$ cat src/design/tdcls_pkg.sv
// ----------------------------------------------------------------------------
// Tick-driven clock and LED scanner package
// Shared widths, reset values, codes, types and small decode functions.
// ----------------------------------------------------------------------------
package tdcls_pkg;

    localparam int unsigned PERIOD_W        = 10;
    localparam int unsigned GLYPH_W         = 32;
    localparam int unsigned CFG_DATA_W      = 32;
    localparam int unsigned CFG_IDX_W       = 3;
    localparam int unsigned NUM_JOBS        = 5;
    localparam int unsigned DIGITS_DEF      = 4;
    localparam int unsigned MATRIX_ROWS_DEF = 8;
    localparam int unsigned SHOWN_DIGITS    = 4;
    localparam int unsigned ENABLE_W        = 4;
    localparam int unsigned SEG_W           = 7;
    localparam int unsigned ROW_W           = 8;
    localparam int unsigned COL_W           = 8;
    localparam int unsigned HOUR_W          = 5;
    localparam int unsigned MIN_W           = 6;
    localparam int unsigned SEC_W           = 6;
    localparam int unsigned SCROLL_W        = 4;
    localparam int unsigned ROW_SEL_W       = 3;
    localparam int unsigned SCROLL_PERIOD   = 9;
    localparam int unsigned GLYPH_COLS      = 8;

    // Job indexes into the period and countdown arrays.
    localparam int unsigned JOB_SCAN   = 0;
    localparam int unsigned JOB_DOT    = 1;
    localparam int unsigned JOB_RED    = 2;
    localparam int unsigned JOB_SECOND = 3;
    localparam int unsigned JOB_ROW    = 4;

    localparam logic [NUM_JOBS-1:0][PERIOD_W-1:0] PERIOD_RST =
        {10'd10, 10'd100, 10'd50, 10'd75, 10'd25};
    localparam logic [GLYPH_W-1:0] GLYPH_LOW_RST  = 32'h4242_2418;
    localparam logic [GLYPH_W-1:0] GLYPH_HIGH_RST = 32'h4242_427E;

    localparam logic [HOUR_W-1:0] HOUR_RST = 5'd15;
    localparam logic [MIN_W-1:0]  MIN_RST  = 6'd8;
    localparam logic [SEC_W-1:0]  SEC_RST  = 6'd50;

    localparam int unsigned SECONDS_PER_MINUTE = 60;
    localparam int unsigned MINUTES_PER_HOUR   = 60;
    localparam int unsigned HOURS_PER_DAY      = 24;

    localparam logic [SEG_W-1:0] SEG_G_ONLY = 7'h40;

    typedef enum logic [CFG_IDX_W-1:0] {
        CFG_DIGIT_SCAN  = 3'd0,
        CFG_DOT_BLINK   = 3'd1,
        CFG_RED_BLINK   = 3'd2,
        CFG_SECOND      = 3'd3,
        CFG_ROW_SCAN    = 3'd4,
        CFG_GLYPH_LOW   = 3'd5,
        CFG_GLYPH_HIGH  = 3'd6
    } t_cfg_idx;

    typedef enum logic [1:0] {
        DIG_HOUR_TENS  = 2'd0,
        DIG_HOUR_UNITS = 2'd1,
        DIG_MIN_TENS   = 2'd2,
        DIG_MIN_UNITS  = 2'd3
    } t_digit_pos;

    typedef struct packed {
        logic [NUM_JOBS-1:0][PERIOD_W-1:0] period;
        logic [GLYPH_W-1:0]                glyph_low;
        logic [GLYPH_W-1:0]                glyph_high;
    } t_cfg;

    // Scan job sits in bit 0, matching the job indexes above.
    typedef struct packed {
        logic row;
        logic second;
        logic red;
        logic dot;
        logic scan;
    } t_fire;

    typedef struct packed {
        logic [ENABLE_W-1:0] digit_enable_n;
        logic [SEG_W-1:0]    segments_n;
        logic                dot_led;
        logic                red_led;
        logic [ROW_W-1:0]    matrix_rows;
        logic [COL_W-1:0]    matrix_columns;
        logic [HOUR_W-1:0]   clock_hours;
        logic [MIN_W-1:0]    clock_minutes;
        logic [SEC_W-1:0]    clock_seconds;
    } t_result;

    // Tens digit of a value below 64, by a short compare chain.
    function automatic logic [2:0] tens_of(input logic [5:0] v);
        logic [2:0] t;
        if (v >= 6'd60) begin
            t = 3'd6;
        end else if (v >= 6'd50) begin
            t = 3'd5;
        end else if (v >= 6'd40) begin
            t = 3'd4;
        end else if (v >= 6'd30) begin
            t = 3'd3;
        end else if (v >= 6'd20) begin
            t = 3'd2;
        end else if (v >= 6'd10) begin
            t = 3'd1;
        end else begin
            t = 3'd0;
        end
        return t;
    endfunction

    function automatic logic [3:0] units_of(input logic [5:0] v);
        logic [5:0] t10;
        t10 = 6'(tens_of(v)) * 6'd10;
        return 4'(v - t10);
    endfunction

    // Active-high segments a..g in bits 0..6; anything above 9 lights g only.
    function automatic logic [SEG_W-1:0] seg_decode(input logic [3:0] d);
        logic [SEG_W-1:0] s;
        case (d)
            4'd0:    s = 7'h3F;
            4'd1:    s = 7'h06;
            4'd2:    s = 7'h5B;
            4'd3:    s = 7'h4F;
            4'd4:    s = 7'h66;
            4'd5:    s = 7'h6D;
            4'd6:    s = 7'h7D;
            4'd7:    s = 7'h07;
            4'd8:    s = 7'h7F;
            4'd9:    s = 7'h6F;
            default: s = SEG_G_ONLY;
        endcase
        return s;
    endfunction

endpackage

$ cat src/design/tdcls_cfg_regs.sv
// ----------------------------------------------------------------------------
// Configuration registers
// Five period registers and two glyph words, written through a plain port.
// ----------------------------------------------------------------------------
module tdcls_cfg_regs (
    input  logic                                i_clk,
    input  logic                                i_rst_n,
    input  logic                                i_cfg_we,
    input  logic [tdcls_pkg::CFG_IDX_W-1:0]     i_cfg_index,
    input  logic [tdcls_pkg::CFG_DATA_W-1:0]    i_cfg_data,
    output tdcls_pkg::t_cfg                     o_cfg
);

    tdcls_pkg::t_cfg r_cfg;

    always_ff @(posedge i_clk) begin
        if (!i_rst_n) begin
            r_cfg.period     <= tdcls_pkg::PERIOD_RST;
            r_cfg.glyph_low  <= tdcls_pkg::GLYPH_LOW_RST;
            r_cfg.glyph_high <= tdcls_pkg::GLYPH_HIGH_RST;
        end else if (i_cfg_we) begin
            case (tdcls_pkg::t_cfg_idx'(i_cfg_index))
                tdcls_pkg::CFG_DIGIT_SCAN: begin
                    r_cfg.period[tdcls_pkg::JOB_SCAN] <=
                        i_cfg_data[tdcls_pkg::PERIOD_W-1:0];
                end
                tdcls_pkg::CFG_DOT_BLINK: begin
                    r_cfg.period[tdcls_pkg::JOB_DOT] <=
                        i_cfg_data[tdcls_pkg::PERIOD_W-1:0];
                end
                tdcls_pkg::CFG_RED_BLINK: begin
                    r_cfg.period[tdcls_pkg::JOB_RED] <=
                        i_cfg_data[tdcls_pkg::PERIOD_W-1:0];
                end
                tdcls_pkg::CFG_SECOND: begin
                    r_cfg.period[tdcls_pkg::JOB_SECOND] <=
                        i_cfg_data[tdcls_pkg::PERIOD_W-1:0];
                end
                tdcls_pkg::CFG_ROW_SCAN: begin
                    r_cfg.period[tdcls_pkg::JOB_ROW] <=
                        i_cfg_data[tdcls_pkg::PERIOD_W-1:0];
                end
                tdcls_pkg::CFG_GLYPH_LOW: begin
                    r_cfg.glyph_low <= i_cfg_data[tdcls_pkg::GLYPH_W-1:0];
                end
                tdcls_pkg::CFG_GLYPH_HIGH: begin
                    r_cfg.glyph_high <= i_cfg_data[tdcls_pkg::GLYPH_W-1:0];
                end
                default: begin
                end
            endcase
        end
    end

    assign o_cfg = r_cfg;

endmodule

$ cat src/design/tdcls_job_timers.sv
// ----------------------------------------------------------------------------
// Job countdowns
// Five tick countdowns that reload from their period and flag an expiry.
// ----------------------------------------------------------------------------
module tdcls_job_timers (
    input  logic                                                      i_clk,
    input  logic                                                      i_rst_n,
    input  logic                                                      i_step,
    input  logic [tdcls_pkg::NUM_JOBS-1:0][tdcls_pkg::PERIOD_W-1:0]  i_period,
    output tdcls_pkg::t_fire                                          o_fire
);

    logic [tdcls_pkg::NUM_JOBS-1:0][tdcls_pkg::PERIOD_W-1:0] r_count;
    logic [tdcls_pkg::NUM_JOBS-1:0][tdcls_pkg::PERIOD_W-1:0] n_count;
    logic [tdcls_pkg::NUM_JOBS-1:0]                          w_expire;

    // A countdown holding one or zero expires on this tick and reloads.
    always_comb begin
        for (int j = 0; j < tdcls_pkg::NUM_JOBS; j++) begin
            w_expire[j] = (r_count[j] <= tdcls_pkg::PERIOD_W'(1));
            if (w_expire[j]) begin
                n_count[j] = i_period[j];
            end else begin
                n_count[j] = r_count[j] - tdcls_pkg::PERIOD_W'(1);
            end
        end
    end

    always_ff @(posedge i_clk) begin
        if (!i_rst_n) begin
            r_count <= tdcls_pkg::PERIOD_RST;
        end else if (i_step) begin
            r_count <= n_count;
        end
    end

    assign o_fire = tdcls_pkg::t_fire'(w_expire & {tdcls_pkg::NUM_JOBS{i_step}});

endmodule

$ cat src/design/tdcls_scan_core.sv
// ----------------------------------------------------------------------------
// Clock and scanner state
// Time of day, digit and row scanning, blink levels and the output latches.
// ----------------------------------------------------------------------------
module tdcls_scan_core #(
    parameter int unsigned DIGITS      = tdcls_pkg::DIGITS_DEF,
    parameter int unsigned MATRIX_ROWS = tdcls_pkg::MATRIX_ROWS_DEF
) (
    input  logic                            i_clk,
    input  logic                            i_rst_n,
    input  logic                            i_step,
    input  tdcls_pkg::t_fire                i_fire,
    input  logic [tdcls_pkg::GLYPH_W-1:0]   i_glyph_low,
    input  logic [tdcls_pkg::GLYPH_W-1:0]   i_glyph_high,
    output tdcls_pkg::t_result              o_result
);

    localparam int unsigned DSEL_W = (DIGITS > 1) ? $clog2(DIGITS) : 1;

    logic [DSEL_W-1:0]                  r_digit_sel,  n_digit_sel;
    logic [tdcls_pkg::ROW_SEL_W-1:0]    r_row_sel,    n_row_sel;
    logic [tdcls_pkg::SCROLL_W-1:0]     r_scroll,     n_scroll;
    logic [tdcls_pkg::HOUR_W-1:0]       r_hours,      n_hours;
    logic [tdcls_pkg::MIN_W-1:0]        r_minutes,    n_minutes;
    logic [tdcls_pkg::SEC_W-1:0]        r_seconds,    n_seconds;
    logic                               r_dot,        n_dot;
    logic                               r_red,        n_red;
    logic [tdcls_pkg::ENABLE_W-1:0]     r_enable_n,   n_enable_n;
    logic [tdcls_pkg::SEG_W-1:0]        r_segments_n, n_segments_n;
    logic [tdcls_pkg::ROW_W-1:0]        r_rows,       n_rows;
    logic [tdcls_pkg::COL_W-1:0]        r_columns,    n_columns;

    logic [3:0]                         w_dsel_ext;
    logic [3:0]                         w_digit_val;
    logic [tdcls_pkg::GLYPH_W-1:0]      w_glyph_word;
    logic [7:0]                         w_row_bits;
    logic [3:0]                         w_row_inc;
    logic [tdcls_pkg::COL_W-1:0]        w_cols;

    // Seven-segment digit scan, using the time before this tick's second.
    always_comb begin
        w_dsel_ext = 4'(r_digit_sel);
        case (tdcls_pkg::t_digit_pos'(w_dsel_ext[1:0]))
            tdcls_pkg::DIG_HOUR_TENS:  w_digit_val = 4'(tdcls_pkg::tens_of(6'(r_hours)));
            tdcls_pkg::DIG_HOUR_UNITS: w_digit_val = tdcls_pkg::units_of(6'(r_hours));
            tdcls_pkg::DIG_MIN_TENS:   w_digit_val = 4'(tdcls_pkg::tens_of(r_minutes));
            tdcls_pkg::DIG_MIN_UNITS:  w_digit_val = tdcls_pkg::units_of(r_minutes);
            default:                   w_digit_val = 4'd0;
        endcase

        n_enable_n   = r_enable_n;
        n_segments_n = r_segments_n;
        n_digit_sel  = r_digit_sel;
        if (i_fire.scan) begin
            if (w_dsel_ext < 4'(tdcls_pkg::SHOWN_DIGITS)) begin
                n_enable_n   = ~(4'b0001 << w_dsel_ext[1:0]);
                n_segments_n = ~tdcls_pkg::seg_decode(w_digit_val);
            end else begin
                n_enable_n = '1;
            end
            if (r_digit_sel == DSEL_W'(DIGITS - 1)) begin
                n_digit_sel = '0;
            end else begin
                n_digit_sel = r_digit_sel + DSEL_W'(1);
            end
        end
    end

    // Blink levels.
    always_comb begin
        n_dot = r_dot ^ i_fire.dot;
        n_red = r_red ^ i_fire.red;
    end

    // Time of day with the usual rollover.
    always_comb begin
        n_seconds = r_seconds;
        n_minutes = r_minutes;
        n_hours   = r_hours;
        if (i_fire.second) begin
            if (r_seconds >= tdcls_pkg::SEC_W'(tdcls_pkg::SECONDS_PER_MINUTE - 1)) begin
                n_seconds = '0;
                if (r_minutes >= tdcls_pkg::MIN_W'(tdcls_pkg::MINUTES_PER_HOUR - 1)) begin
                    n_minutes = '0;
                    if (r_hours >= tdcls_pkg::HOUR_W'(tdcls_pkg::HOURS_PER_DAY - 1)) begin
                        n_hours = '0;
                    end else begin
                        n_hours = r_hours + tdcls_pkg::HOUR_W'(1);
                    end
                end else begin
                    n_minutes = r_minutes + tdcls_pkg::MIN_W'(1);
                end
            end else begin
                n_seconds = r_seconds + tdcls_pkg::SEC_W'(1);
            end
        end
    end

    // Matrix row: column c shows glyph column (c + offset) mod 9, column 8 blank.
    always_comb begin
        logic [4:0] g;
        w_glyph_word = r_row_sel[2] ? i_glyph_high : i_glyph_low;
        w_row_bits   = 8'(w_glyph_word >> {r_row_sel[1:0], 3'b000});
        for (int c = 0; c < tdcls_pkg::COL_W; c++) begin
            g = 5'(c) + 5'(r_scroll);
            if (g >= 5'(tdcls_pkg::SCROLL_PERIOD)) begin
                g = g - 5'(tdcls_pkg::SCROLL_PERIOD);
            end
            w_cols[c] = (g < 5'(tdcls_pkg::GLYPH_COLS)) && w_row_bits[3'(5'd7 - g)];
        end

        w_row_inc = 4'(r_row_sel) + 4'd1;
        n_rows    = r_rows;
        n_columns = r_columns;
        n_row_sel = r_row_sel;
        n_scroll  = r_scroll;
        if (i_fire.row) begin
            n_rows    = 8'b0000_0001 << r_row_sel;
            n_columns = w_cols;
            if (w_row_inc >= 4'(MATRIX_ROWS)) begin
                n_row_sel = '0;
                if (r_scroll == tdcls_pkg::SCROLL_W'(tdcls_pkg::SCROLL_PERIOD - 1)) begin
                    n_scroll = '0;
                end else begin
                    n_scroll = r_scroll + tdcls_pkg::SCROLL_W'(1);
                end
            end else begin
                n_row_sel = w_row_inc[2:0];
            end
        end
    end

    always_ff @(posedge i_clk) begin
        if (!i_rst_n) begin
            r_digit_sel  <= '0;
            r_row_sel    <= '0;
            r_scroll     <= '0;
            r_hours      <= tdcls_pkg::HOUR_RST;
            r_minutes    <= tdcls_pkg::MIN_RST;
            r_seconds    <= tdcls_pkg::SEC_RST;
            r_dot        <= 1'b0;
            r_red        <= 1'b0;
            r_enable_n   <= '0;
            r_segments_n <= '0;
            r_rows       <= '0;
            r_columns    <= '0;
        end else if (i_step) begin
            r_digit_sel  <= n_digit_sel;
            r_row_sel    <= n_row_sel;
            r_scroll     <= n_scroll;
            r_hours      <= n_hours;
            r_minutes    <= n_minutes;
            r_seconds    <= n_seconds;
            r_dot        <= n_dot;
            r_red        <= n_red;
            r_enable_n   <= n_enable_n;
            r_segments_n <= n_segments_n;
            r_rows       <= n_rows;
            r_columns    <= n_columns;
        end
    end

    always_comb begin
        o_result.digit_enable_n = r_enable_n;
        o_result.segments_n     = r_segments_n;
        o_result.dot_led        = r_dot;
        o_result.red_led        = r_red;
        o_result.matrix_rows    = r_rows;
        o_result.matrix_columns = r_columns;
        o_result.clock_hours    = r_hours;
        o_result.clock_minutes  = r_minutes;
        o_result.clock_seconds  = r_seconds;
    end

endmodule

$ cat src/design/tick_driven_clock_and_led_scanner_top.sv
// ----------------------------------------------------------------------------
// Tick-driven clock and LED scanner, top level
// Counts base ticks into five jobs: digit scan, dot blink, red blink, clock
// second and LED matrix row scan, and reports all display outputs per request.
// ----------------------------------------------------------------------------
// Usage:
// Each input request carries one bit, i_tick. A request with i_tick high
// advances every job countdown by one tick; a countdown that holds one or
// zero fires its job and reloads from its period register. A request with
// i_tick low changes nothing. Every input request produces exactly one
// output request holding the display and clock values after that update.
// The result of a request accepted at one edge is valid on the output
// from the next cycle on. Throughput is one request per cycle while the
// receiver does not stall, set by the single state update between the input
// handshake and the state registers, which double as the output register.
// When the receiver stalls, the output holds its payload and o_in_ready drops
// until the pending result is taken; o_in_ready follows i_out_ready in the
// same cycle, so a result and a new request can be exchanged every cycle.
// Synchronous active-low reset loads the clock to 15:08:50, the periods and
// glyph words to their defaults, reloads the countdowns from those defaults
// and clears the scan positions, blink levels and output latches.
// Configuration writes take effect in the cycle after i_cfg_we; a new period
// is picked up at that job's next reload.
// ----------------------------------------------------------------------------
module tick_driven_clock_and_led_scanner_top #(
    parameter int unsigned DIGITS      = tdcls_pkg::DIGITS_DEF,
    parameter int unsigned MATRIX_ROWS = tdcls_pkg::MATRIX_ROWS_DEF
) (
    input  logic                                i_clk,
    input  logic                                i_rst_n,
    // Configuration write port.
    input  logic                                i_cfg_we,
    input  logic [tdcls_pkg::CFG_IDX_W-1:0]     i_cfg_index,
    input  logic [tdcls_pkg::CFG_DATA_W-1:0]    i_cfg_data,
    // Input channel.
    input  logic                                i_in_valid,
    output logic                                o_in_ready,
    input  logic                                i_tick,
    // Output channel.
    output logic                                o_out_valid,
    input  logic                                i_out_ready,
    output logic [tdcls_pkg::ENABLE_W-1:0]      o_digit_enable_n,
    output logic [tdcls_pkg::SEG_W-1:0]         o_segments_n,
    output logic                                o_dot_led,
    output logic                                o_red_led,
    output logic [tdcls_pkg::ROW_W-1:0]         o_matrix_rows,
    output logic [tdcls_pkg::COL_W-1:0]         o_matrix_columns,
    output logic [tdcls_pkg::HOUR_W-1:0]        o_clock_hours,
    output logic [tdcls_pkg::MIN_W-1:0]         o_clock_minutes,
    output logic [tdcls_pkg::SEC_W-1:0]         o_clock_seconds
);

    tdcls_pkg::t_cfg    w_cfg;
    tdcls_pkg::t_fire   w_fire;
    tdcls_pkg::t_result w_result;

    logic r_out_valid;
    logic n_out_valid;
    logic w_accept;
    logic w_step;

    // The state only moves on an accepted request, and a request is only
    // accepted when the output slot is empty or being emptied, so the
    // payload stays stable while the receiver stalls.
    assign o_in_ready = !r_out_valid || i_out_ready;
    assign w_accept   = i_in_valid && o_in_ready;
    assign w_step     = w_accept && i_tick;

    always_comb begin
        n_out_valid = r_out_valid;
        if (w_accept) begin
            n_out_valid = 1'b1;
        end else if (i_out_ready) begin
            n_out_valid = 1'b0;
        end
    end

    always_ff @(posedge i_clk) begin
        if (!i_rst_n) begin
            r_out_valid <= 1'b0;
        end else begin
            r_out_valid <= n_out_valid;
        end
    end

    tdcls_cfg_regs u_cfg_regs (
        .i_clk       (i_clk),
        .i_rst_n     (i_rst_n),
        .i_cfg_we    (i_cfg_we),
        .i_cfg_index (i_cfg_index),
        .i_cfg_data  (i_cfg_data),
        .o_cfg       (w_cfg)
    );

    tdcls_job_timers u_job_timers (
        .i_clk    (i_clk),
        .i_rst_n  (i_rst_n),
        .i_step   (w_step),
        .i_period (w_cfg.period),
        .o_fire   (w_fire)
    );

    tdcls_scan_core #(
        .DIGITS      (DIGITS),
        .MATRIX_ROWS (MATRIX_ROWS)
    ) u_scan_core (
        .i_clk        (i_clk),
        .i_rst_n      (i_rst_n),
        .i_step       (w_step),
        .i_fire       (w_fire),
        .i_glyph_low  (w_cfg.glyph_low),
        .i_glyph_high (w_cfg.glyph_high),
        .o_result     (w_result)
    );

    assign o_out_valid      = r_out_valid;
    assign o_digit_enable_n = w_result.digit_enable_n;
    assign o_segments_n     = w_result.segments_n;
    assign o_dot_led        = w_result.dot_led;
    assign o_red_led        = w_result.red_led;
    assign o_matrix_rows    = w_result.matrix_rows;
    assign o_matrix_columns = w_result.matrix_columns;
    assign o_clock_hours    = w_result.clock_hours;
    assign o_clock_minutes  = w_result.clock_minutes;
    assign o_clock_seconds  = w_result.clock_seconds;

`ifndef SYNTHESIS
    // Every accepted request leaves a result waiting in the next cycle.
    a_result_after_accept: assert property (@(posedge i_clk) disable iff (!i_rst_n)
        w_accept |=> o_out_valid)
        else $error("accepted request produced no result");

    // At most one matrix row is driven at a time.
    a_rows_onehot: assert property (@(posedge i_clk) disable iff (!i_rst_n)
        $onehot0(o_matrix_rows))
        else $error("more than one matrix row driven");

    // At most one digit enable is active, apart from the cleared enable
    // latch that reset leaves until the first digit scan.
    a_one_digit: assert property (@(posedge i_clk) disable iff (!i_rst_n)
        (o_digit_enable_n == '0) || $onehot0(~o_digit_enable_n))
        else $error("more than one digit enabled");

    // The clock stays a valid time of day.
    a_time_range: assert property (@(posedge i_clk) disable iff (!i_rst_n)
        (o_clock_hours < 5'd24) && (o_clock_minutes < 6'd60) &&
        (o_clock_seconds < 6'd60))
        else $error("clock out of range");

    // No state change without an accepted tick.
    a_hold_without_tick: assert property (@(posedge i_clk) disable iff (!i_rst_n)
        !w_step |=> $stable(o_clock_seconds) && $stable(o_matrix_columns))
        else $error("state changed without a tick");
`endif

endmodule

$ cat config.mk
export PLATFORM = sky130hd
export DESIGN_NAME = tick_driven_clock_and_led_scanner_top
export DESIGN_NICKNAME = d
export VERILOG_FILES = /design/src/design/tdcls_pkg.sv /design/src/design/tdcls_cfg_regs.sv /design/src/design/tdcls_job_timers.sv /design/src/design/tdcls_scan_core.sv /design/src/design/tick_driven_clock_and_led_scanner_top.sv
export SDC_FILE = /design/constraint.sdc
export NUM_CORES = 1
export LEC_CHECK = 0
export BUFFER_PORTS_ARGS = -buffer_cell sky130_fd_sc_hd__buf_2
export CAP_MARGIN = 20
export CORE_MARGIN = 4
export CORE_UTILIZATION = 55
export DETAILED_ROUTE_END_ITERATION = 16
export GPL_TIMING_DRIVEN = 1
export PLACE_DENSITY = 0.84
export SYNTH_ARGS = -nofsm -noshare
export SYNTH_HDL_FRONTEND = slang
export SYNTH_SLANG_ARGS = --single-unit
$ cat constraint.sdc
create_clock -name i_clk -period 3.1 [get_ports i_clk]
set_input_delay 0.62 -clock i_clk [delete_from_list [all_inputs] [get_ports i_clk]]
set_output_delay 0.62 -clock i_clk [all_outputs]
set_load 0.005 [all_outputs]
# After elaboration in Yosys (flattened, before gate mapping)

Memories as Yosys holds them, arrays and structs flattened.
Cells that the tools add are included.

Register bits after elaboration: 220
Latch bits: 0
Memory bits (writable): 0
Memory bits (read-only): 112
Input port bits: 41
Output and inout bits: 48
Logic and storage cells: 209
Memories: 1

Memory list:

| memory          | depth | bits a word | read ports | clocked after Yosys merged registers in | write ports | line             | RTL |
|---|---|---|---|---|---|---|---|
| (no name shown) | 16    | 7           | 1          | 0                                       | 0           | tdcls_pkg.sv:123 | `case (d)` |

Add/sub/neg operators: 36
Multiply operators: 2
Divide/modulo/power cells: 0
$lt $le $gt $ge: 45
Equal/unequal tests: 10
Shifts and indexed selects: 3
Multiplexer cells: 54
Bitwise gates (word level): 5
Reduce and logical (&&, ||, !) cells: 28

Operators by type and width:

| operator                                                           | number |
|---|---|
| less-or-equal comparator 10 x 1 -> 1 bit (second input constant)   | 5 |
| 2-to-1 mux 10 bit                                                  | 5 |
| subtractor 10 x 1 -> 10 bit (second input constant)                | 5 |
| 2-to-1 mux 5 bit                                                   | 9 |
| greater-or-equal comparator 5 x 4 -> 1 bit (second input constant) | 8 |
| < comparator 5 x 4 -> 1 bit (second input constant)                | 8 |
| 2-to-1 mux 3 bit                                                   | 13 |
| subtractor 5 x 4 -> 5 bit (second input constant)                  | 7 |
| < comparator 3 x 4 -> 1 bit (second input constant)                | 8 |
| 2-to-1 mux 32 bit                                                  | 1 |
| right shift 32 x 5 -> 8 bit                                        | 1 |
| greater-or-equal comparator 6 bit (second input constant)          | 5 |
| binary-select mux 1 bit (select 3 bit)                             | 8 |
| subtractor 3 bit (first input constant)                            | 8 |
| adder 3 x 4 -> 5 bit (first input constant)                        | 4 |
| AND reduction 2 bit                                                | 10 |
| greater-or-equal comparator 5 x 6 -> 1 bit (second input constant) | 3 |
| case mux 4 bit (4 select lines)                                    | 1 |
| greater-or-equal comparator 5 bit (second input constant)          | 3 |
| adder 6 x 1 -> 6 bit (second input constant)                       | 2 |
| greater-or-equal comparator 6 x 5 -> 1 bit (second input constant) | 2 |
| 2-to-1 mux 1 bit                                                   | 12 |
| 2-to-1 mux 6 bit                                                   | 2 |
| adder 2 x 4 -> 5 bit (first input constant)                        | 2 |
| other kinds (33)                                                   | 51 |

# Longest topological paths before layout

Gate-level depths: netlist of the first run.
An unclocked memory read counts as a cell.

Word-level depth: 14
Gate-level depth with buffers: 15
Depth with buffers taken out: 15

# Modules after synthesis

A second synthesis of the first run with hierarchy kept.

Cells, all modules: 1500
Area total of the unflattened synthesis: 13130.1 um^2

By module, submodules not included:

| module                                | times used | cells an instance | area each (um^2) | sequential area each (um^2) |
|---|---|---|---|---|
| tdcls_scan_core                       | 1          | 666               | 5469.0           | 1101.1 |
| tdcls_cfg_regs                        | 1          | 431               | 4423.0           | 2282.2 |
| tdcls_job_timers                      | 1          | 398               | 3186.8           | 1001.0 |
| tick_driven_clock_and_led_scanner_top | 1          | 5                 | 51.3             | 20.0 |

# Worst setup path before layout of the first run

No wires, ideal clock.

Kind: register -> register
From: register u_scan_core.r_scroll[0] (netlist bit)
To: register u_scan_core.r_columns[3] (netlist bit)
Setup time: 0.061 ns
Data arrival time: 3.318 ns
Data required time: 3.039 ns
Path slack: -0.279 ns
Cell stages (with the launch flop): 13
Buffers on the path: 3
Clock period less this slack: 3.379 ns
Path through: dfxtp_1 > clkbuf_1 > inv_1 > clkbuf_1 > ha_1 > buf_2 > nand2_1 > or3_1 > a21boi_2 > mux2i_1 > or4b_1 > o31ai_1 > a32o_1

Longest elaborated chain between the ends: 7
Elaborated cells between the ends (all ways): 9
Classes of those cells: add/sub: 3; order compare: 2; mux: 3; reduce/logical: 1

Ends and longest elaborated chain:

| what                                                                                    | line                                           | RTL |
|---|---|---|
| start, declared                                                                         | tdcls_scan_core.sv:22                          | `logic [tdcls_pkg::SCROLL_W-1:0] r_scroll, n_scroll;` |
| start signal, assigned                                                                  | tdcls_scan_core.sv:150                         | `r_scroll <= n_scroll;` |
| adder 2 x 4 -> 5 bit *                                                                  | tdcls_scan_core.sv:105                         | `g = 5'(c) + 5'(r_scroll);` |
| subtractor 5 x 4 -> 5 bit or greater-or-equal comparator 5 x 4 -> 1 bit (tied branches) | tdcls_scan_core.sv:107, tdcls_scan_core.sv:106 |  |
| 2-to-1 mux 5 bit *                                                                      | tdcls_scan_core.sv:106                         | `if (g >= 5'(tdcls_pkg::SCROLL_PERIOD)) begin` |
| subtractor 3 bit                                                                        | tdcls_scan_core.sv:109                         | `w_cols[c] = (g < 5'(tdcls_pkg::GLYPH_COLS)) && w_row_bits[3'(5'd7 - g)];` |
| binary-select mux 1 bit (select 3 bit)                                                  | tdcls_scan_core.sv:109                         |  |
| 2-to-1 mux 1 bit (implied by the code)                                                  | tdcls_scan_core.sv:109                         |  |
| logical AND 1 bit *                                                                     | tdcls_scan_core.sv:109                         |  |
| end signal, assigned                                                                    | tdcls_scan_core.sv:159                         | `r_columns <= n_columns;` |
| end, declared                                                                           | tdcls_scan_core.sv:31                          | `logic [tdcls_pkg::COL_W-1:0] r_columns, n_columns;` |

Mark *: on every way between the ends. The rest lies on a longest branch, timed or not. The select of a mux whose other input is x is not followed.
A chain may end at the register's enable or synchronous reset.

# Final worst setup path of the first run

From: register u_scan_core.r_hours[0] (netlist bit)
To: register u_scan_core.r_segments_n[0] (netlist bit)

Longest elaborated chain between the ends: 14
Elaborated cells between the ends (all ways): 19
Classes of those cells: add/sub: 1; mul: 1; order compare: 6; mux: 9; bitwise: 1; memory: 1

Ends and longest elaborated chain:

| what                                       | line                   | RTL |
|---|---|---|
| start, declared                            | tdcls_scan_core.sv:23  | `logic [tdcls_pkg::HOUR_W-1:0] r_hours, n_hours;` |
| start signal, assigned                     | tdcls_scan_core.sv:138 | `r_hours <= tdcls_pkg::HOUR_RST;` |
| start signal, assigned                     | tdcls_scan_core.sv:151 | `r_hours <= n_hours;` |
| greater-or-equal comparator 5 x 4 -> 1 bit | tdcls_pkg.sv:106       | `end else if (v >= 6'd10) begin` |
| 2-to-1 mux 1 bit                           | tdcls_pkg.sv:106       |  |
| 2-to-1 mux 3 bit                           | tdcls_pkg.sv:104       | `end else if (v >= 6'd20) begin` |
| 2-to-1 mux 3 bit                           | tdcls_pkg.sv:102       | `end else if (v >= 6'd30) begin` |
| 2-to-1 mux 3 bit                           | tdcls_pkg.sv:100       | `end else if (v >= 6'd40) begin` |
| 2-to-1 mux 3 bit                           | tdcls_pkg.sv:98        | `end else if (v >= 6'd50) begin` |
| 2-to-1 mux 3 bit                           | tdcls_pkg.sv:96        | `if (v >= 6'd60) begin` |
| 2-to-1 mux 3 bit                           | tdcls_scan_core.sv:43  | `case (tdcls_pkg::t_digit_pos'(w_dsel_ext[1:0]))` |
| multiplier 3 x 3 -> 3 bit                  | tdcls_pkg.sv:116       | `t10 = 6'(tens_of(v)) * 6'd10;` |
| subtractor 4 bit                           | tdcls_pkg.sv:117       | `return 4'(v - t10);` |
| case mux 4 bit (4 select lines) *          | tdcls_scan_core.sv:43  |  |
| memory read (16 x 7 bit) *                 | -                      |  |
| 2-to-1 mux 7 bit *                         | tdcls_scan_core.sv:54  | `if (i_fire.scan) begin` |
| NOT 7 bit *                                | tdcls_scan_core.sv:57  | `n_segments_n = ~tdcls_pkg::seg_decode(w_digit_val);` |
| end signal, assigned                       | tdcls_scan_core.sv:157 | `r_segments_n <= n_segments_n;` |
| end, declared                              | tdcls_scan_core.sv:29  | `logic [tdcls_pkg::SEG_W-1:0] r_segments_n, n_segments_n;` |

Marked as above.

==> flow_summary_export.csv, run 1 <==
group,metric,value,unit
placement,port-buffer-count,88,
setup_path,worstReg2RegStart,"u_scan_core.r_hours[0]",
timing,worst_slew_pin_slew,0.780,ns
cts,clock_sinks,220,
setup_path,cp.required,3.50,ns
yosys,ys_ff_latch,220,
yosys,synth_top_area_cell,"dfxtp_1",
placement,dpl_worst_slack,0.0000480,ns
yosys,synth_area,12200,um2
hold_path,min_path_cells,3,
power_and_ir_drop,finalPower,6.01,mW
final_layout,nets,1739,
routing,num_vias,11600,
final_layout,nFillCells,1857,
timing,setup_ws,0.214,ns
hold_path,worstHoldStart,"i_cfg_data[10]",
cts,clockRootBuffer,"clkbuf_16",
final_layout,post-route-util,0.635,
placement,hpwl,21400,um
yosys,ys_async_sr_fraction,0,
final_layout,layout-drive-gt1-share,0.140,
floorplan,core_area,21900,um2
power_and_ir_drop,swShare,0.235,
cts,max-clock-path-buffers,3,
timing,slew_headroom,0.480,
setup_path,cp_max_fo,6,
floorplan,die_w,157,um
yosys,synthFlopType,"dfxtp_1",
final_layout,syn2layout_area_growth,13.5,%
power_and_ir_drop,power.switching,1.41,mW
cts,clkLatencyLatePin,0.52,ns
cts,numCtsBuffers,23,
yosys,synth_top_area_frac,0.360,
outcome,status,"complete, no violations",
cts,cts-htree-levels,1,
setup_path,reg2regPathDepth,13,
grt,grt_usage,0.247,
timing,setup_violations,0,
grt,grt_overflow_total,0,
cts,clk_pin_slew,0.06,ns
hold_path,hp-class,"in -> reg",
yosys,synth_warnings,0,
routing,drt_wl_total,31700,um
yosys,synth.distinct_cells,79,
setup_path,crit_arrival,3.29,ns
power_and_ir_drop,ir_worst_vdd,0.451,mV
floorplan,io-pin-count,89,
yosys,synth_cells,1569,
routing,wire_per_inst,16.4,um
grt,grt_pass1_wl,51600,um
grt,grt_max_degree,141,
yosys,ys_seq_area_frac,0.360,
final_layout,final_common_cell,"nand2_1",
routing,drcViolationCount,0,
routing,routed_via_density,6.01,
yosys,synth.area.top_cells,"dfxtp_1 36%, nand2_1 11%, a21oi_1 7.0%",
routing,first_pass_iters,5,
grt,grt_pass1_vias,10700,
timing,fmax,346,MHz
power_and_ir_drop,pwr-share-comb,0.060,
routing,ant_nets,0,
timing,fin_crit,2.89,ns
grt,antenna_found_initial,3,
final_layout,seq_area,4410,um2
floorplan,start_util,0.559,
final_layout,multi_input_area,7310,um2
setup_path,cp-startpoint,"u_scan_core.r_hours[0]",
timing,slew_violations,0,
power_and_ir_drop,power.density,432,nW/um2
setup_path,r2r_end,"u_scan_core.r_segments_n[0]",
final_layout,layout.cells.non_filler,1938,
power_and_ir_drop,seqPwrFrac,0.485,
placement,dp.cells,1894,
final_layout,final_cell_mix,"348 x nand2_1, 219 x dfxtp_1, 170 x a21oi_1, 109 x nor2_1, 88 x buf_2",
power_and_ir_drop,internal_power,4.60,mW
yosys,syn_nets,1665,
cts,cts_tree,"built",
floorplan,dieArea,24700,um2
power_and_ir_drop,p_leak,5.44,nW
setup_path,setup.worst_path.start_class,"flop",
timing,post-route-period-util,0.931,
yosys,syn_avg_cell_area,7.80,um2
placement,place.gp.congestion,0.946,
floorplan,fp.dieH,157,um
routing,first_iter_violations,885,
run,max_cap_violations,0,
floorplan,num_rows,54,
timing,fin_skew,0.0127,ns
power_and_ir_drop,pwr-share-clk,0.454,
yosys,synth_edf_count,0,
setup_path,reg2reg_slack,0.21,ns
setup_path,cp-end-kind,"flop",
hold_path,whs_endpoint,"u_cfg_regs.o_cfg[42]",
timing,hold_viol_final,0,
setup_path,critPathKind,"reg -> reg",
cts,cts_hold_buf,0,
final cells by class:
class | count | area share
Clock inverter | 7 | 0.00585
Sequential cell | 220 | 0.317
Inverter | 50 | 0.0137
Multi-Input combinational cell | 1205 | 0.526
Clock buffer | 32 | 0.0482
Timing Repair Buffer | 143 | 0.0641
Antenna cell | 1 | 0.000180
Tap cell | 280 | 0.0252
worst max-delay path by stage:
stage	to	slack (ns)	cells past startpoint
floorplan	u_scan_core.r_columns[3]	-0.13	12
global placement	u_scan_core.r_segments_n[0]	0.15	13
global route	u_scan_core.r_segments_n[0]	-0.01	12
finish	u_scan_core.r_segments_n[0]	0.21	13
detailed placement	u_scan_core.r_segments_n[0]	0.00005	13
CTS	u_scan_core.r_segments_n[0]	0.05	13
worst max-delay path, stage by stage (launching register included):
cell and delay, ns:
dfxtp_1 0.33, inv_1 0.05, ha_1 0.18, o311ai_1 0.22, and3_1 0.22, inv_1 0.05, ha_1 0.18, fa_1 0.48
o22ai_1 0.08, a31oi_2 0.24, nor2_2 0.11, a211oi_2 0.25, o21ai_2 0.11, o221a_2 0.27
routing by layer:
metal  GRT usage  vias to the layer above  wire [um]
met5           0                        -         25
li1            -                     5712          -
met2       0.407                      382      14700
met4      0.0762                        4        810
met3      0.0396                       68       2070
met1       0.335                     5475      14100
timing repair:
action / 4_1_cts / 5_1_grt
setup endpoints to repair: 2 / 8
setup buffers: 0 / 4
pin swaps: 0 / 2
gates resized for setup: 1 / 10
state kept, by name, indices dropped and copies added (netlist names):
signal and cells:
u_scan_core.r_red 1, u_scan_core.r_row_sel 3, u_cfg_regs.o_cfg 114, u_scan_core.r_columns 8, u_scan_core.r_hours 5, u_scan_core.r_dot 1, u_job_timers.r_count 50, u_scan_core.r_scroll 4
u_scan_core.r_seconds 6, o_out_valid 1, u_scan_core.r_digit_sel 2, u_scan_core.r_minutes 6, u_scan_core.r_enable_n 4, u_scan_core.r_rows 8, u_scan_core.r_segments_n 7
synth_stat cells (20+ instances only):
master,count
a21oi_1,170
clkbuf_1,81
dfxtp_1,220
ha_1,53
inv_1,46
mux2i_1,43
mux4_2,20
nand2_1,348
nand3_1,70
nor2_1,111
nor3_1,33
o211ai_1,21
o21ai_0,61
xnor2_1,20
kinds of logic (layout without fill, tap and decap cells):
logic type               count (synthesis)  count (layout)  synth area share
AO/OA/AOI/OAI                          400             400             0.205
other                                    0               1                 0
adder cells (fa/ha/maj)                 56              56            0.0583
multiplexers                            68              68            0.0766
AND/OR/NAND/NOR                        656             656             0.234
XOR/XNOR                                25              25            0.0179
flip-flops                             220             220             0.360
buffers and inverters                  144             232            0.0476
power by group through the flow:
stage	sequential [mW]	clock [mW]	combinational, mW
final	2.92	2.73	0.363
after CTS	2.91	2.79	0.360
after global placement	2.97	0	0.348
after detailed placement	2.98	0	0.358
after floorplan	2.97	0	0.228
after global routing	2.92	2.90	0.401
metrics by stage:
| stage | TNS, ns | cell area (um2) | hold slack, ns |
|---|---|---|---|
| 6_report | 0 | 13900 | 0.328 |
| 2_1_floorplan | -0.129 | 12300 | 0.432 |
| 3_3_place_gp | 0 | 13100 | 0.436 |
| 5_1_grt | -0.0162 | 13900 | 0.339 |
| 4_1_cts | 0 | 13800 | 0.310 |
| 3_5_place_dp | 0 | 13100 | 0.445 |
Note: power is estimated with default switching activity, not from simulation.
==> run 2: changes to the inputs <==
--- a/config.mk
+++ b/config.mk
@@ -8,10 +8,10 @@
 export BUFFER_PORTS_ARGS = -buffer_cell sky130_fd_sc_hd__buf_2
 export CAP_MARGIN = 20
 export CORE_MARGIN = 4
-export CORE_UTILIZATION = 55
+export CORE_UTILIZATION = 65
 export DETAILED_ROUTE_END_ITERATION = 16
 export GPL_TIMING_DRIVEN = 1
-export PLACE_DENSITY = 0.84
+export PLACE_DENSITY = 0.92
 export SYNTH_ARGS = -nofsm -noshare
 export SYNTH_HDL_FRONTEND = slang
 export SYNTH_SLANG_ARGS = --single-unit
==> constraint.sdc (replaced) <==
create_clock -name i_clk -period 3.65 [get_ports i_clk]
set_input_delay 0.73 -clock i_clk [delete_from_list [all_inputs] [get_ports i_clk]]
set_output_delay 0.73 -clock i_clk [all_outputs]
set_load 0.005 [all_outputs]
==> run 2 against run 1 <==
Effect of this change: non-clock buffer count decreased by 22; setup slack improved by 0.12 ns; final area decreased by 2.0%; first-iteration DRC count increased by 32%; critical path type unchanged; critical endpoint is now u_scan_core.r_segments_n[3].
==> flow_summary_export.csv, run 2 (same netlist as run 1, synthesis figures left out) <==
group,metric,value,unit
timing,post-route-period-util,0.908,
grt,antenna_found_initial,2,
setup_path,cp.required,4.05,ns
setup_path,worstReg2RegStart,"u_scan_core.r_minutes[0]",
power_and_ir_drop,p_leak,5.31,nW
grt,grt_usage,0.298,
placement,place.gp.congestion,0.963,
grt,grt_max_degree,69,
routing,ant_nets,0,
hold_path,min_path_cells,2,
final_layout,post-route-util,0.745,
cts,clockRootBuffer,"clkbuf_16",
setup_path,critPathSlowestCell,"fa_1",
timing,fin_crit,3.32,ns
final_layout,layout-drive-gt1-share,0.125,
setup_path,path_cells,"inv_1, ha_1, nor3_1, o21ai_0, a41oi_1, nor2_1, fa_1, o22ai_1, a31oi_2, nor2_1, a211oi_1, o21ai_1, o221a_2",
timing,fin_skew,0.0106,ns
setup_path,crit_family,"compound AO/OA/AOI/OAI gates",
cts,numCtsBuffers,23,
outcome,status,"complete, no violations",
setup_path,r2r_end,"u_scan_core.r_segments_n[3]",
timing,final.setup.tns,0,ns
cts,clk_pin_slew,0.06,ns
floorplan,dieArea,21100,um2
placement,hpwl,21600,um
floorplan,num_rows,49,
routing,first_iter_violations,1171,
routing,num_vias,12000,
setup_path,reg2reg_slack,0.33,ns
hold_path,worstHoldStart,"u_scan_core.r_rows[5]",
floorplan,start_util,0.670,
routing,routed_via_density,6.44,
timing,slew_headroom,0.338,
timing,hold_viol_final,0,
setup_path,reg2regPathDepth,13,
routing,drt_wl_total,33100,um
timing,hold_ws,0.447,ns
cts,clock_sinks,220,
routing,wire_per_inst,17.7,um
setup_path,path_common_cell,"nor2_1",
placement,port-buffer-count,88,
timing,slew_violations,0,
timing,rsz0062_at_grt,"false",
setup_path,critPathKind,"reg -> reg",
floorplan,core_area,18300,um2
setup_path,crit_arrival,3.71,ns
final_layout,nFillCells,1289,
timing,fmax,302,MHz
final_layout,final_cell_mix,"348 x nand2_1, 220 x dfxtp_1, 170 x a21oi_1, 110 x nor2_1, 88 x buf_2",
grt,grt_pass1_wl,54600,um
floorplan,io-pin-count,89,
final_layout,syn2layout_area_growth,11.3,%
run,max_cap_violations,0,
cts,post_cts_buffers,0,
cts,cts-htree-levels,1,
setup_path,setup.worst_path.start_class,"flop",
power_and_ir_drop,power.density,385,nW/um2
floorplan,die_w,145,um
setup_path,critPathMaxStageDelay,0.50,ns
cts,max-clock-path-buffers,3,
timing,worst_slew_pin_slew,0.985,ns
final_layout,nets,1717,
grt,grt_overflow_total,0,
hold_path,whs_endpoint,"u_scan_core.r_rows[5]",
grt,grt_pass1_vias,11500,
final_layout,largest_reg_flops,114,
setup_path,cp_num_buf_inv,1,
floorplan,fp.dieH,145,um
routing,first_pass_iters,7,
final_layout,final_common_cell,"nand2_1",
setup_path,cp_max_fo,6,
timing,setup_violations,0,
routing,drcViolationCount,0,
cts,cts_tree,"built",
cts,clkLatencyLatePin,0.51,ns
power_and_ir_drop,ir_worst_vdd,0.587,mV
hold_path,hp-class,"reg -> reg",
setup_path,cp-end-kind,"flop",
## run 2: area by class of cell
| cell class | count | area [um2] | share of cell area |
|---|---|---|---|
| Sequential cell | 220 | 4400 | 0.323 |
| Inverter | 50 | 190 | 0.0140 |
| Clock inverter | 9 | 129 | 0.00946 |
| Tap cell | 229 | 287 | 0.0210 |
| Timing Repair Buffer | 121 | 688 | 0.0505 |
| Multi-Input combinational cell | 1205 | 7270 | 0.534 |
| Antenna cell | 1 | 2.50 | 0.000184 |
| Clock buffer | 30 | 652 | 0.0479 |
## run 2: worst max path at each step
| stage | from | to | slack (ns) | cells past startpoint |
|---|---|---|---|---|
| global placement | u_scan_core.r_hours[0] | u_scan_core.r_segments_n[0] | 0.49 | 13 |
| CTS | u_scan_core.r_minutes[0] | u_scan_core.r_segments_n[3] | 0.25 | 13 |
| finish | u_scan_core.r_minutes[0] | u_scan_core.r_segments_n[3] | 0.33 | 13 |
| detailed placement | u_scan_core.r_hours[0] | u_scan_core.r_segments_n[3] | 0.34 | 13 |
| global route | u_scan_core.r_hours[0] | u_scan_core.r_segments_n[3] | 0.07 | 13 |
| floorplan | u_scan_core.r_scroll[0] | u_scan_core.r_columns[3] | 0.27 | 12 |
## run 2: routing by layer
metal	routed length, um	GRT usage
met5	20	0
met4	1010	0.110
met3	3090	0.0552
met2	15400	0.503
met1	13500	0.383
## run 2: timing repair
action / CTS / global route
resized for setup: 0 / 1
hold buffers: 0 / 0
setup endpoints to repair: 0 / 5
## run 2: metrics by stage
step	setup slack, ns	instances	instance area, um2	power (mW)
2_1_floorplan	0.271	1569	12200	2.71
3_3_place_gp	0.488	1825	12800	2.81
3_5_place_dp	0.344	1825	12800	2.83
4_1_cts	0.251	1864	13600	5.25
5_1_grt	0.0734	1864	13600	5.38
6_report	0.335	1865	13600	5.24
## run 2: tightest hold or removal path: cells and delay by family, from the launching register on
family	cells	cell delay [ns]
AOI/OAI and AO/OA	1	0.05
DFF	1	0.30
and+or+nand+nor	1	0.05
## run 2: report_power, final
| group | switching [mW] | internal [mW] |
|---|---|---|
| combinational | 0.213 | 0.0986 |
| clock | 0.982 | 1.47 |
| sequential | 0.0320 | 2.45 |
| total | 1.23 | 4.01 |
